$ cat src/hdl/touch_packet_decoder_pen_up_timer_unit_macros.svh
// Assertion macros for the touch packet decoder with pen-up timer.
// Used by the top level; expects aclk and aresetn in the including scope.
`ifndef TOUCH_PACKET_DECODER_PEN_UP_TIMER_UNIT_MACROS_SVH
`define TOUCH_PACKET_DECODER_PEN_UP_TIMER_UNIT_MACROS_SVH

// Check a property on every clock edge outside reset
`define TPD_ASSERT_CLK(label, prop, msg) \
    label: assert property (@(posedge aclk) disable iff (!aresetn) (prop)) \
        else $error(msg);

// Check a same-cycle implication on every clock edge outside reset
`define TPD_ASSERT_IMPL(label, ante, cons, msg) \
    label: assert property (@(posedge aclk) disable iff (!aresetn) (ante) |-> (cons)) \
        else $error(msg);

`endif

$ cat src/hdl/tpdpu_pkg.sv
// Shared types and constants for the touch packet decoder with pen-up timer.
// No dependencies; imported by the decode logic, result buffer and top level.
package tpdpu_pkg;

    localparam int BYTE_W   = 8;
    localparam int LOW_W    = 7;
    localparam int HDR_W    = 6;
    localparam int COORD_W  = 10;
    localparam int EXTRA_W  = 10;
    localparam int WAIT_W   = 11;
    localparam int HDR_BIT  = 7;

    // Item kinds on the input channel
    localparam logic MODE_BYTE = 1'b0;
    localparam logic MODE_TICK = 1'b1;

    // Result kinds
    localparam logic TOUCH_UP   = 1'b0;
    localparam logic TOUCH_DOWN = 1'b1;

    // Position inside a three-byte packet
    typedef enum logic [1:0] {
        POS_HEADER,
        POS_SECOND,
        POS_THIRD
    } byte_pos_t;

    typedef struct packed {
        logic [HDR_W-1:0]   hdr_bits;
        logic [LOW_W-1:0]   first_low;
        byte_pos_t          byte_pos;
        logic [COORD_W-1:0] last_x;
        logic [COORD_W-1:0] last_y;
        logic [WAIT_W-1:0]  wait_count;
        logic               timer_running;
    } dec_state_t;

    typedef struct packed {
        logic               touch;
        logic [COORD_W-1:0] pos_x;
        logic [COORD_W-1:0] pos_y;
    } result_t;

    // Status of the two-entry result buffer
    typedef struct packed {
        logic head_valid;
        logic skid_valid;
    } buf_stat_t;

endpackage

$ cat src/hdl/tpdpu_decode.sv
// Next-state and result logic for one item of the touch packet decoder.
// Purely combinational; depends on tpdpu_pkg.
module tpdpu_decode (
    input  tpdpu_pkg::dec_state_t             state,
    input  logic                              mode,
    input  logic [tpdpu_pkg::BYTE_W-1:0]      data_byte,
    input  logic [tpdpu_pkg::WAIT_W-1:0]      wait_reload,
    output tpdpu_pkg::dec_state_t             state_next,
    output logic                              emit,
    output tpdpu_pkg::result_t                result
);
    import tpdpu_pkg::*;

    logic [COORD_W-1:0] raw_x;
    logic [COORD_W-1:0] raw_y;

    // Assemble coordinates from header bits and low seven bits
    assign raw_x = {state.hdr_bits[5:3], state.first_low};
    assign raw_y = {state.hdr_bits[2:0], data_byte[LOW_W-1:0]};

    always_comb begin
        state_next   = state;
        emit         = 1'b0;
        result.touch = TOUCH_UP;
        result.pos_x = state.last_x;
        result.pos_y = state.last_y;

        if (mode == MODE_TICK) begin
            // Count down the pen-up timer; report pen-up on expiry
            if (state.timer_running) begin
                if (state.wait_count <= WAIT_W'(1)) begin
                    state_next.wait_count    = '0;
                    state_next.timer_running = 1'b0;
                    emit                     = 1'b1;
                end else begin
                    state_next.wait_count = state.wait_count - WAIT_W'(1);
                end
            end
        end else begin
            // Any byte restarts the timer
            state_next.wait_count    = wait_reload;
            state_next.timer_running = 1'b1;
            if (data_byte[HDR_BIT]) begin
                state_next.hdr_bits = data_byte[HDR_W-1:0];
                state_next.byte_pos = POS_SECOND;
            end else begin
                unique case (state.byte_pos)
                    POS_SECOND: begin
                        state_next.first_low = data_byte[LOW_W-1:0];
                        state_next.byte_pos  = POS_THIRD;
                    end
                    POS_THIRD: begin
                        // X is mirrored: 1023 - x equals the bitwise inverse
                        state_next.last_x   = ~raw_x;
                        state_next.last_y   = raw_y;
                        state_next.byte_pos = POS_HEADER;
                        emit                = 1'b1;
                        result.touch        = TOUCH_DOWN;
                        result.pos_x        = ~raw_x;
                        result.pos_y        = raw_y;
                    end
                    default: begin
                        // Drop a stray byte outside a packet
                        state_next.byte_pos = POS_HEADER;
                    end
                endcase
            end
        end
    end

endmodule

$ cat src/hdl/tpdpu_out_buf.sv
// Two-entry result buffer: output register plus skid register.
// Lets the decoder take an item while a result waits; depends on tpdpu_pkg.
module tpdpu_out_buf (
    input  logic                  aclk,
    input  logic                  aresetn,
    input  logic                  push,
    input  tpdpu_pkg::result_t    push_data,
    input  logic                  pop_ready,
    output tpdpu_pkg::buf_stat_t  stat,
    output tpdpu_pkg::result_t    head_data
);
    import tpdpu_pkg::*;

    logic    head_valid_reg, head_valid_next;
    logic    skid_valid_reg, skid_valid_next;
    result_t head_data_reg,  head_data_next;
    result_t skid_data_reg,  skid_data_next;
    logic    pop;

    assign pop = head_valid_reg & pop_ready;

    // Move items between skid, head and output
    always_comb begin
        head_valid_next = head_valid_reg;
        skid_valid_next = skid_valid_reg;
        head_data_next  = head_data_reg;
        skid_data_next  = skid_data_reg;
        if (pop) begin
            if (skid_valid_reg) begin
                head_data_next  = skid_data_reg;
                skid_valid_next = 1'b0;
            end else if (push) begin
                head_data_next = push_data;
            end else begin
                head_valid_next = 1'b0;
            end
        end else if (push) begin
            if (head_valid_reg) begin
                skid_data_next  = push_data;
                skid_valid_next = 1'b1;
            end else begin
                head_data_next  = push_data;
                head_valid_next = 1'b1;
            end
        end
    end

    // Hold flags under reset; payload needs none
    always_ff @(posedge aclk) begin
        if (!aresetn) begin
            head_valid_reg <= 1'b0;
            skid_valid_reg <= 1'b0;
        end else begin
            head_valid_reg <= head_valid_next;
            skid_valid_reg <= skid_valid_next;
        end
        head_data_reg <= head_data_next;
        skid_data_reg <= skid_data_next;
    end

    assign stat.head_valid = head_valid_reg;
    assign stat.skid_valid = skid_valid_reg;
    assign head_data       = head_data_reg;

endmodule

$ cat src/hdl/touch_packet_decoder_pen_up_timer_unit.sv
// Touch packet decoder with pen-up timer. Takes one item (a controller byte or a
// 10 ms tick) per clock cycle while s_ready is high and gives at most one result
// per item: a pen-down event after the third byte of a packet, or a pen-up event
// when BASE_WAIT_TICKS plus extra_wait ticks pass with no byte. Decode and timer
// state update in the cycle an item is accepted; the result is held in an output
// register driving the m_ side. A skid register behind it keeps s_ready high until
// two results are waiting, so a stalled output costs throughput only after that.
// Depends on tpdpu_pkg, tpdpu_decode, tpdpu_out_buf and the assertion macro header.
`include "touch_packet_decoder_pen_up_timer_unit_macros.svh"

module touch_packet_decoder_pen_up_timer_unit #(
    parameter int BASE_WAIT_TICKS = 5
) (
    input  logic                               aclk,
    input  logic                               aresetn,
    input  logic                               cfg_we,
    input  logic [tpdpu_pkg::EXTRA_W-1:0]      cfg_wdata,
    input  logic                               s_valid,
    output logic                               s_ready,
    input  logic                               s_mode,
    input  logic [tpdpu_pkg::BYTE_W-1:0]       s_data_byte,
    output logic                               m_valid,
    input  logic                               m_ready,
    output logic                               m_touch,
    output logic [tpdpu_pkg::COORD_W-1:0]      m_pos_x,
    output logic [tpdpu_pkg::COORD_W-1:0]      m_pos_y
);
    import tpdpu_pkg::*;

    logic [EXTRA_W-1:0] extra_wait_reg;
    dec_state_t         state_reg;
    dec_state_t         state_next;
    logic [WAIT_W-1:0]  wait_reload;
    logic               accept;
    logic               emit;
    result_t            result;
    buf_stat_t          buf_stat;
    result_t            head_data;

    assign wait_reload = WAIT_W'(BASE_WAIT_TICKS) + WAIT_W'(extra_wait_reg);
    assign accept      = s_valid & s_ready;
    assign s_ready     = ~buf_stat.skid_valid;

    // Hold the timeout extension register
    always_ff @(posedge aclk) begin
        if (!aresetn) begin
            extra_wait_reg <= '0;
        end else if (cfg_we) begin
            extra_wait_reg <= cfg_wdata;
        end
    end

    tpdpu_decode u_decode (
        .state       (state_reg),
        .mode        (s_mode),
        .data_byte   (s_data_byte),
        .wait_reload (wait_reload),
        .state_next  (state_next),
        .emit        (emit),
        .result      (result)
    );

    // Advance decoder state on each accepted item
    always_ff @(posedge aclk) begin
        if (!aresetn) begin
            state_reg.hdr_bits      <= '0;
            state_reg.first_low     <= '0;
            state_reg.byte_pos      <= POS_HEADER;
            state_reg.last_x        <= '0;
            state_reg.last_y        <= '0;
            state_reg.wait_count    <= '0;
            state_reg.timer_running <= 1'b0;
        end else if (accept) begin
            state_reg <= state_next;
        end
    end

    tpdpu_out_buf u_out_buf (
        .aclk      (aclk),
        .aresetn   (aresetn),
        .push      (accept & emit),
        .push_data (result),
        .pop_ready (m_ready),
        .stat      (buf_stat),
        .head_data (head_data)
    );

    assign m_valid = buf_stat.head_valid;
    assign m_touch = head_data.touch;
    assign m_pos_x = head_data.pos_x;
    assign m_pos_y = head_data.pos_y;

    // Idle timer always has a cleared count
    `TPD_ASSERT_IMPL(a_idle_timer_clear, !state_reg.timer_running, state_reg.wait_count == '0, "timer idle with nonzero count")

    // Skid entry only fills behind a waiting head
    `TPD_ASSERT_IMPL(a_skid_behind_head, buf_stat.skid_valid, buf_stat.head_valid, "skid holds item with empty head")

    // Pen-down only on a third data byte
    `TPD_ASSERT_IMPL(a_pen_down_third, accept && emit && result.touch == TOUCH_DOWN, s_mode == MODE_BYTE && !s_data_byte[HDR_BIT] && state_reg.byte_pos == POS_THIRD, "pen-down outside third byte")

    // Every byte restarts the timer at the full timeout
    `TPD_ASSERT_CLK(a_byte_restarts, (accept && s_mode == MODE_BYTE) |=> (state_reg.timer_running && state_reg.wait_count == $past(wait_reload)), "byte did not restart timer")

endmodule
$ cat config.mk
export PLATFORM = sky130hd
export DESIGN_NAME = touch_packet_decoder_pen_up_timer_unit
export DESIGN_NICKNAME = d
export VERILOG_FILES = /design/src/hdl/tpdpu_pkg.sv /design/src/hdl/tpdpu_decode.sv /design/src/hdl/tpdpu_out_buf.sv /design/src/hdl/touch_packet_decoder_pen_up_timer_unit.sv
export VERILOG_INCLUDE_DIRS = /design/src /design/src/hdl
export SDC_FILE = /design/constraint.sdc
export NUM_CORES = 1
export LEC_CHECK = 0
export BUFFER_PORTS_ARGS = -buffer_cell sky130_fd_sc_hd__buf_2
export CAP_MARGIN = 20
export CORE_ASPECT_RATIO = 1.4
export CORE_MARGIN = 4
export CORE_UTILIZATION = 44
export CTS_CLUSTER_DIAMETER = 60
export DETAILED_ROUTE_END_ITERATION = 8
export GPL_TIMING_DRIVEN = 1
export PLACE_DENSITY = 0.61
export REMOVE_ABC_BUFFERS = 1
export SETUP_SLACK_MARGIN = 0.5
export SLEW_MARGIN = 0
export SYNTH_ARGS = -nofsm -noshare
export SYNTH_HDL_FRONTEND = slang
export SYNTH_SLANG_ARGS = --single-unit
export TNS_END_PERCENT = 30
$ cat constraint.sdc
create_clock -name aclk -period 9.6 [get_ports aclk]
set_clock_uncertainty 0.15 [all_clocks]
set_input_delay 1.92 -clock aclk [delete_from_list [all_inputs] [get_ports aclk]]
set_output_delay 1.92 -clock aclk [all_outputs]
set_load 0.1 [all_outputs]
==> impl_metrics.py, run 1 <==
metrics = {
    "final_layout": {
        "syn2layout_area_growth_pct": 15.1,
        "final_cell_area_um2": 5120,
        "fillers": 971,
        "post-route-util_pct": 51.7,
        "drive_above_1_share_pct": 17.7,
        "fin_nets": 503,
        "largest_reg_flops": 47,
        "antenna_cells": 0,
    },
    "critical_path": {
        "crit_fanout": 34,
        "worstPathArrival_ps": 4230,
        "crit_path_end_kind": "flop",
        "slowest_stage": "or4b_2",
        "path_class": "input port to flop",
        "worstPathRequired_ps": 9480,
        "start_kind": "input port",
        "path_depth": 6,
        "cp_cell_sequence": "buf_2 -> or4b_2 -> o21ai_0 -> nand2_1 -> nor3b_2 -> buf_4",
        "cpPeakStageDelay_ps": 990,
        "crit_buf_inv": 2,
        "reg2regPathDepth": 6,
        "crit_family": "simple AND/OR/NAND/NOR gates",
    },
    "sta": {
        "hold_viol": 0,
        "tns_ps": 0,
        "rsz0062_at_grt": "no",
        "period_share_pct": 45.3,
        "relSlewSlack_pct": 35.7,
        "fin_crit_ps": 4350,
        "max_freq_mhz": 230,
        "hold_ws_ps": 320,
        "setup_viol": 0,
        "drv_slew": 0,
        "worst_slack_ps": 5250,
        "tightest_slew_ps": 965,
    },
    "floorplanning": {
        "coreArea_um2": 9900,
        "floorplan.die_area_um2": 11800,
        "initial_core_util_pct": 45.0,
        "num_rows": 43,
        "die_h_um": 127,
        "die_w_um": 93,
        "io_pins": 47,
    },
    "yosys": {
        "yosysTopAreaCellShare_pct": 28.3,
        "yosys_most_used_dff": "dfxtp_1",
        "syn_area_per_cell_um2": 10.2,
        "synth_largest_area_cell": "edfxtp_1",
        "synth_top_family_by_area": "simple AND/OR/NAND/NOR gates",
        "synth_common_cells": "nand2_1 (88), dfxtp_1 (59), edfxtp_1 (42)",
        "yosysMostFrequentCell": "nand2_1",
        "synthSimpleGateAreaFrac_pct": 18.6,
        "synth_mux_area_share_pct": 7.70,
        "synthAdderAreaFrac_pct": 0.843,
        "ys_warn_count": 0,
        "syn_inst": 438,
        "synth_xor_area_share_pct": 1.38,
        "synth.area.top_cells": "edfxtp_1 (28%), dfxtp_1 (27%), nand2_1 (7.4%)",
        "synth-seq-area-share_pct": 54.9,
        "synth-edff-count": 42,
        "synth-compound-area-share_pct": 13.6,
        "synthArstFlopShare_pct": 0,
        "ys_ff_latch": 101,
        "synth_cell_types": 48,
        "netlist_area_um2": 4450,
    },
    "global_routing": {
        "grt-ovfl-total": 0,
        "met2_usage_pct": 29.3,
        "grt_busiest_layer": "met2",
        "met1_usage_pct": 19.6,
        "grt_max_degree": 62,
        "antenna_found_initial": 0,
        "grt_use_met3_pct": 3.18,
        "grt.total_usage_pct": 16.6,
        "grt_pass1_vias": 3099,
        "grt_pass1_wl_um": 15300,
    },
    "clock_network": {
        "hold_buffers": 0,
        "clk_path_buf_depth": 2,
        "cts_sinks": 101,
        "numCtsBuffers": 9,
        "h-tree-depth": 3,
        "clock_latency_ps": 340,
        "post-cts-setup-buffers": 0,
        "cts_tree": "built",
        "clkSlewWorstSetupHoldPaths_ps": 70,
        "root_buffer": "clkbuf_16",
        "cts_resized": 0,
    },
    "detailed_routing": {
        "drt_wl_total_um": 9240,
        "antenna_left": 0,
        "vias": 3269,
        "viasPerCell": 5.31,
        "drt-initial-drc-count": 141,
        "first_pass_iters": 4,
        "wl_per_cell_um": 15.0,
        "drc": 0,
    },
    "place": {
        "dp_hpwl_um": 6330,
        "gp_congestion": 0.830,
        "place_area_um2": 4790,
        "post-place-ws_ps": 4870,
        "port_buffers": 46,
    },
    "power": {
        "irDropWorstVdd_mv": 0.136,
        "p_leak_uw": 0.00217,
        "p_per_area_nw_per_um2": 180,
    },
    "worst_hold_path": {
        "whs_path_depth": 2,
        "worst_hold_path_type": "flop to flop",
    },
    "run_status": {
        "status": "finished clean",
    },
    "job": {
        "maxCapViolations": 0,
    },
}
## stage by stage
| step | total power [uW] | instances |
|---|---|---|
| after global routing | 959 | 616 |
| after global placement | 529 | 600 |
| after floorplan | 506 | 414 |
| final | 924 | 616 |
| after detailed placement | 530 | 600 |
| after CTS | 932 | 616 |
## cells in the final DEF, fill, tap and decap left out, types with 6 or more instances in the layout
cell / synthesis / layout
a21boi_0: 14 / 14
a21oi_1: 8 / 8
a31oi_1: 10 / 10
a32o_1: 6 / 6
buf_2: 2 / 46
clkbuf_16: 0 / 9
dfxtp_1: 59 / 59
edfxtp_1: 42 / 42
inv_1: 6 / 6
mux2_2: 10 / 10
mux2i_1: 23 / 23
nand2_1: 88 / 88
nor2_1: 27 / 27
nor2b_1: 26 / 26
o211a_1: 8 / 8
o21ai_0: 28 / 28
## kinds of logic after synthesis
| group | after synthesis |
|---|---|
| AOI/OAI and AO/OA | 88 |
| and+or+nand+nor | 176 |
| muxes | 33 |
| adders and majority gates | 3 |
| DFF | 101 |
| buffers and inverters | 30 |
| xor gates and xnor gates | 7 |
## report_power, final
group	internal (uW)	leakage (uW)	switching, uW	total, uW
sequential	451	0.000927	6.79	458
clock	254	0.000161	150	404
combinational	24.8	0.00108	37.7	62.5
## per-layer routing
layer  vias to the layer above  part of all wire (%)
met5                         -                     0
met4                         0                   1.9
met3                        11                   4.2
met2                        75                    52
met1                      1547                    42
li1                       1636                     -
## worst paths after layout
path | to | from | slack [ps]
setup reg to reg | u_out_buf.skid_data_reg[16]$_DFFE_PP_ | state_reg[5]$_SDFFE_PN0P_ | 6510
hold / removal | state_reg[15]$_SDFFE_PN0P_ | state_reg[15]$_SDFFE_PN0P_ | 320
setup / recovery | u_out_buf.skid_data_reg[16]$_DFFE_PP_ | s_mode | 5250
hold reg to reg | state_reg[15]$_SDFFE_PN0P_ | state_reg[15]$_SDFFE_PN0P_ | 320
## final cells by class
| cell class | count | area [um^2] | area share [%] |
|---|---|---|---|
| Tap cell | 135 | 169 | 3.30 |
| Multi-Input combinational cell | 307 | 1890 | 36.9 |
| Clock buffer | 11 | 233 | 4.54 |
| Clock inverter | 5 | 98.8 | 1.93 |
| Timing Repair Buffer | 51 | 268 | 5.23 |
| Sequential cell | 101 | 2440 | 47.7 |
| Inverter | 6 | 22.5 | 0.440 |
## worst min-delay path, stage by stage, from the launching register on
cell and delay [ps]:
dfxtp_1 310, nand2_1 50, a21boi_0 60
No activity file was read; power rests on OpenSTA's default activity.
==> run 2: changes to the inputs <==
ABC_AREA = 1   (was not set)
PLACE_DENSITY = 0.6   (was 0.61)
clock period = 4.3 ns   (was 9.6 ns; I/O delays follow)
==> run 2 against run 1 <==
Largest power group unchanged. Non-clock buffer count is 3 lower. Flip-flop and latch count is the same. Die area grew 2.9%. Utilization is 0.72 points lower. Setup slack got worse by 4000 ps. Cell count up 17%. Global-route usage down 0.59 points.
==> impl_metrics.py, run 2 <==
metrics = {
    "floorplanning": {
        "num_rows": 43,
        "coreArea_um2": 10100,
        "die_w_um": 94.3,
        "io_pins": 47,
        "initial_core_util_pct": 45.6,
        "floorplan.die_area_um2": 12200,
        "die_h_um": 129,
    },
    "power": {
        "irDropWorstVdd_mv": 0.275,
        "total_power_uw": 2010,
        "p_per_area_nw_per_um2": 392,
        "p_leak_uw": 0.00203,
    },
    "critical_path": {
        "worstPathRequired_ps": 4120,
        "start_kind": "input port",
        "crit_path_end_kind": "flop",
        "worstPathArrival_ps": 2850,
        "crit_fanout": 31,
        "path_class": "input port to flop",
    },
    "sta": {
        "setup_viol": 0,
        "hold_viol": 0,
        "rsz0062_at_grt": "no",
        "drv_slew": 0,
        "relSlewSlack_pct": 50.5,
        "tightest_slew_ps": 742,
        "worst_slack_ps": 1270,
        "tns_ps": 0,
        "fin_crit_ps": 3030,
        "max_freq_mhz": 330,
        "period_share_pct": 70.4,
    },
    "yosys": {
        "synth_top_family_by_area": "simple AND/OR/NAND/NOR gates",
        "synth.area.top_cells": "edfxtp_1 (27%), dfxtp_1 (26%), nand2_1 (11%)",
        "synthAdderAreaFrac_pct": 0.818,
        "synth_common_cells": "nand2_1 (137), dfxtp_1 (59), a21oi_1 (58)",
        "yosysTopAreaCellShare_pct": 27.5,
        "synth_cell_types": 33,
        "synth_largest_area_cell": "edfxtp_1",
        "synthSimpleGateAreaFrac_pct": 21.0,
        "syn_area_per_cell_um2": 8.47,
        "netlist_area_um2": 4590,
        "synth_xor_area_share_pct": 1.15,
        "ys_ff_latch": 101,
        "synthArstFlopShare_pct": 0,
        "synth-seq-area-share_pct": 53.2,
        "ys_warn_count": 0,
        "yosysMostFrequentCell": "nand2_1",
        "yosys_most_used_dff": "dfxtp_1",
        "syn_inst": 542,
        "synth-compound-area-share_pct": 15.4,
        "synth_mux_area_share_pct": 0,
        "synth-edff-count": 42,
    },
    "place": {
        "dp_hpwl_um": 6400,
        "port_buffers": 46,
        "post-place-ws_ps": 855,
        "gp_congestion": 0.846,
        "dp.cells": 702,
    },
    "clock_network": {
        "clock_latency_ps": 340,
        "root_buffer": "clkbuf_16",
        "numCtsBuffers": 9,
        "clkSlewWorstSetupHoldPaths_ps": 70,
        "post-cts-setup-buffers": 0,
        "cts_resized": 0,
        "clk_path_buf_depth": 2,
        "h-tree-depth": 3,
        "cts_sinks": 101,
        "hold_buffers": 0,
        "cts_tree": "built",
    },
    "final_layout": {
        "antenna_cells": 0,
        "post-route-util_pct": 51.0,
        "layout.cells.non_filler": 718,
        "fillers": 1000,
        "final_common_cell": "nand2_1",
        "final_cell_mix": "nand2_1 (137), dfxtp_1 (59), a21oi_1 (58)",
        "largest_reg_flops": 47,
        "drive_above_1_share_pct": 16.6,
        "fin_nets": 605,
        "syn2layout_area_growth_pct": 11.8,
    },
    "global_routing": {
        "grt_pass1_wl_um": 15500,
        "grt_max_degree": 49,
        "grt_pass1_vias": 3314,
        "grt-ovfl-total": 0,
        "grt.total_usage_pct": 16.0,
        "antenna_found_initial": 0,
    },
    "detailed_routing": {
        "drt-initial-drc-count": 182,
        "viasPerCell": 4.85,
        "wl_per_cell_um": 12.4,
        "drt_wl_total_um": 8910,
        "drc": 0,
        "first_pass_iters": 4,
        "antenna_left": 0,
        "vias": 3479,
    },
    "job": {
        "maxCapViolations": 0,
    },
    "worst_hold_path": {
        "worst_hold_path_type": "flop to flop",
    },
    "run_status": {
        "status": "finished clean",
    },
}
## run 2: cell types whose count changed in the layout (fill, tap and decap cells not counted), sizes merged, moves of 8 or more
| cell | before | now |
|---|---|---|
| mux2 | 10 | 0 |
| a31oi | 10 | 0 |
| nor2 | 27 | 50 |
| nor2b | 26 | 0 |
| a21oi | 8 | 59 |
| o21ai | 30 | 72 |
| nand3 | 4 | 22 |
| mux2i | 23 | 0 |
| inv | 6 | 55 |
| nand2 | 88 | 145 |
| o211a | 8 | 0 |
| a21boi | 14 | 0 |
## run 2: final timing paths
check,start,to,slack [ps],cells past startpoint
max,s_mode,u_out_buf.head_data[10]$_DFFE_PP_,1270,8
min,state_reg[22]$_SDFFE_PN0P_,state_reg[22]$_SDFFE_PN0P_,310,2
max reg2reg,state_reg[32]$_SDFFE_PN0P_,u_out_buf.head_data[10]$_DFFE_PP_,1670,7
min reg2reg,state_reg[22]$_SDFFE_PN0P_,state_reg[22]$_SDFFE_PN0P_,310,2
## run 2: kinds of logic after synthesis
group | after synthesis
flops | 101
xor+xnor | 6
simple gates | 223
fa+ha+maj | 3
buf+inv | 78
compound gates | 131
## run 2: layout make-up
type | instances | area [um^2] | share of cell area, %
Clock buffer | 12 | 246 | 4.80
Clock inverter | 4 | 50.0 | 0.975
Inverter | 55 | 216 | 4.22
Multi-Input combinational cell | 363 | 1760 | 34.3
Sequential cell | 101 | 2440 | 47.6
Tap cell | 135 | 169 | 3.29
Timing Repair Buffer | 48 | 245 | 4.78
## run 2: critical path, cell delays in order
cell and delay [ps]:
buf_2 170, nor2_4 130, nand3_4 240, inv_4 390, nand2_4 270, nand3_1 160, o21ai_1 80, inv_1 540
## run 2: where the power goes
part / internal [uW] / total (uW) / switching, uW
Sequential: 1010 / 1030 / 18.1
Combinational: 57.9 / 178 / 120
Clock: 466 / 801 / 334
## run 2: layer usage
layer | track usage, % | vias to the layer above | share of wire (%) | routed length, um
li1 | - | 1845 | - | -
met5 | 0 | - | 0 | 0
met1 | 19.3 | 1571 | 43 | 3850
met4 | 5.10 | 0 | 1.8 | 162
met2 | 28.2 | 53 | 52 | 4600
met3 | 3.63 | 10 | 3.3 | 294
## run 2: stage by stage
| step | cell area, um^2 | hold slack (ps) |
|---|---|---|
| after floorplan | 4420 | 278 |
| after global placement | 4840 | 298 |
| after detailed placement | 4840 | 303 |
| after CTS | 5130 | 313 |
| after global routing | 5130 | 330 |
| final | 5130 | 310 |
==> run 3: changes to the inputs <==
clock period = 2.9 ns   (was 4.3 ns; I/O delays follow)
==> run 3 against run 2 <==
Clock-buffer cell count down 3. Global-route usage down 0.28 points. Non-clock buffer count grew 4. Register-to-register slack got worse by 760 ps. Utilization is 0.32 points higher. Highest routed layer unchanged. Flip-flop and latch count is the same. Worst hold slack better by 1.8 ps. Total power increased by 49%. Sequential power increased by 49%.
==> impl_metrics.py, run 3 (synthesis gave the netlist of run 2 again) <==
metrics = {
    "run_status": {
        "status": "finished clean",
    },
    "place": {
        "post-place-ws_ps": 600,
        "dp_hpwl_um": 6460,
        "dp.cells": 706,
        "port_buffers": 46,
        "gp_congestion": 0.797,
    },
    "critical_path": {
        "reg2regPathDepth": 11,
        "start_kind": "flop",
        "worstPathArrival_ps": 1870,
        "path_class": "flop to flop",
        "crit_fanout": 21,
        "worstPathRequired_ps": 2770,
        "crit_path_end_kind": "flop",
    },
    "power": {
        "p_switching_uw": 728,
        "clkPwrFrac_pct": 40.0,
        "seqPwrFrac_pct": 51.1,
        "p_leak_uw": 0.00206,
        "irDropWorstVdd_mv": 0.285,
        "internal_power_uw": 2260,
        "p_comb_share_pct": 8.9,
        "p_per_area_nw_per_um2": 579,
        "switching_share_pct": 24.4,
    },
    "sta": {
        "max_freq_mhz": 502,
        "relSlewSlack_pct": 59.2,
        "hold_viol": 0,
        "fin_crit_ps": 1990,
        "period_share_pct": 68.8,
        "drv_slew": 0,
        "worst_slack_ps": 906,
        "tns_ps": 0,
        "setup_viol": 0,
        "rsz0062_at_grt": "no",
        "tightest_slew_ps": 612,
        "hold_ws_ps": 312,
    },
    "final_layout": {
        "antenna_cells": 0,
        "final_common_cell": "nand2_1",
        "layout.cells.non_filler": 722,
        "final_cell_mix": "nand2_1 (137), dfxtp_1 (59), a21oi_1 (58)",
        "drive_above_1_share_pct": 17.4,
        "post-route-util_pct": 51.3,
        "largest_reg_flops": 47,
        "syn2layout_area_growth_pct": 12.5,
        "fin_nets": 609,
    },
    "clock_network": {
        "root_buffer": "clkbuf_16",
        "clock_latency_ps": 340,
        "cts_sinks": 101,
        "hold_buffers": 0,
        "cts_tree": "built",
        "h-tree-depth": 3,
        "clk_path_buf_depth": 2,
        "post-cts-setup-buffers": 0,
        "numCtsBuffers": 9,
        "cts_resized": 0,
        "clkSlewWorstSetupHoldPaths_ps": 70,
    },
    "global_routing": {
        "grt_pass1_wl_um": 15200,
        "grt.total_usage_pct": 15.7,
        "grt_pass1_vias": 3332,
        "antenna_found_initial": 0,
        "grt_max_degree": 32,
        "grt-ovfl-total": 0,
    },
    "detailed_routing": {
        "wl_per_cell_um": 12.3,
        "drc": 0,
        "viasPerCell": 4.86,
        "drt-initial-drc-count": 197,
        "vias": 3506,
        "antenna_left": 0,
        "first_pass_iters": 4,
        "drt_wl_total_um": 8910,
    },
    "worst_hold_path": {
        "whs_path_depth": 2,
        "worst_hold_path_type": "flop to flop",
    },
    "floorplanning": {
        "coreArea_um2": 10100,
        "floorplan.die_area_um2": 12200,
        "initial_core_util_pct": 45.6,
        "num_rows": 43,
        "die_h_um": 129,
        "io_pins": 47,
        "die_w_um": 94.3,
    },
    "job": {
        "maxCapViolations": 0,
    },
}
==> run 3: routing by layer <==
| layer | global-route usage [%] | routed length [um] |
|---|---|---|
| met5 | 0 | 0 |
| met4 | 6.21 | 155 |
| met3 | 2.92 | 336 |
| met2 | 27.6 | 4560 |
| met1 | 18.9 | 3860 |
==> run 3: path summary, 6_finish.rpt <==
kind | start | end | slack, ps
max | state_reg[2]$_SDFFE_PN0P_ | u_out_buf.skid_data_reg[0]$_DFFE_PP_ | 910
min | state_reg[22]$_SDFFE_PN0P_ | state_reg[22]$_SDFFE_PN0P_ | 310
max reg2reg | state_reg[2]$_SDFFE_PN0P_ | u_out_buf.skid_data_reg[0]$_DFFE_PP_ | 910
min reg2reg | state_reg[22]$_SDFFE_PN0P_ | state_reg[22]$_SDFFE_PN0P_ | 310
==> run 3: metrics by stage <==
step	total power (uW)	cell area [um^2]
after floorplan	1750	4420
after global placement	1820	4870
after detailed placement	1830	4870
after CTS	3020	5160
after global routing	3120	5160
final	2990	5160
==> run 3: worst max-delay path: stages (launching register included) <==
cell     delay, ps
dfxtp_1        310
inv_1           90
ha_1           150
nand2_1         70
nor2_2         130
nand2_2         80
nand2_4        120
nand2_2         70
nand2_2         70
nand2_2         60
nor2_1         100
buf_4          280
==> run 3: power groups by stage <==
stage | clock [uW] | combinational (uW) | sequential, uW
after global routing | 1290 | 303 | 1530
after CTS | 1230 | 267 | 1530
after global placement | 0 | 263 | 1560
after detailed placement | 0 | 266 | 1560
final | 1200 | 265 | 1530
after floorplan | 0 | 171 | 1580
==> run 3: final cells by class <==
cell class | instances | area (um^2)
Timing Repair Buffer | 52 | 275
Clock buffer | 9 | 225
Fill cell | 999 | 4900
Sequential cell | 101 | 2440
Multi-Input combinational cell | 363 | 1760
Clock inverter | 7 | 73.8
Inverter | 55 | 216
Tap cell | 135 | 169
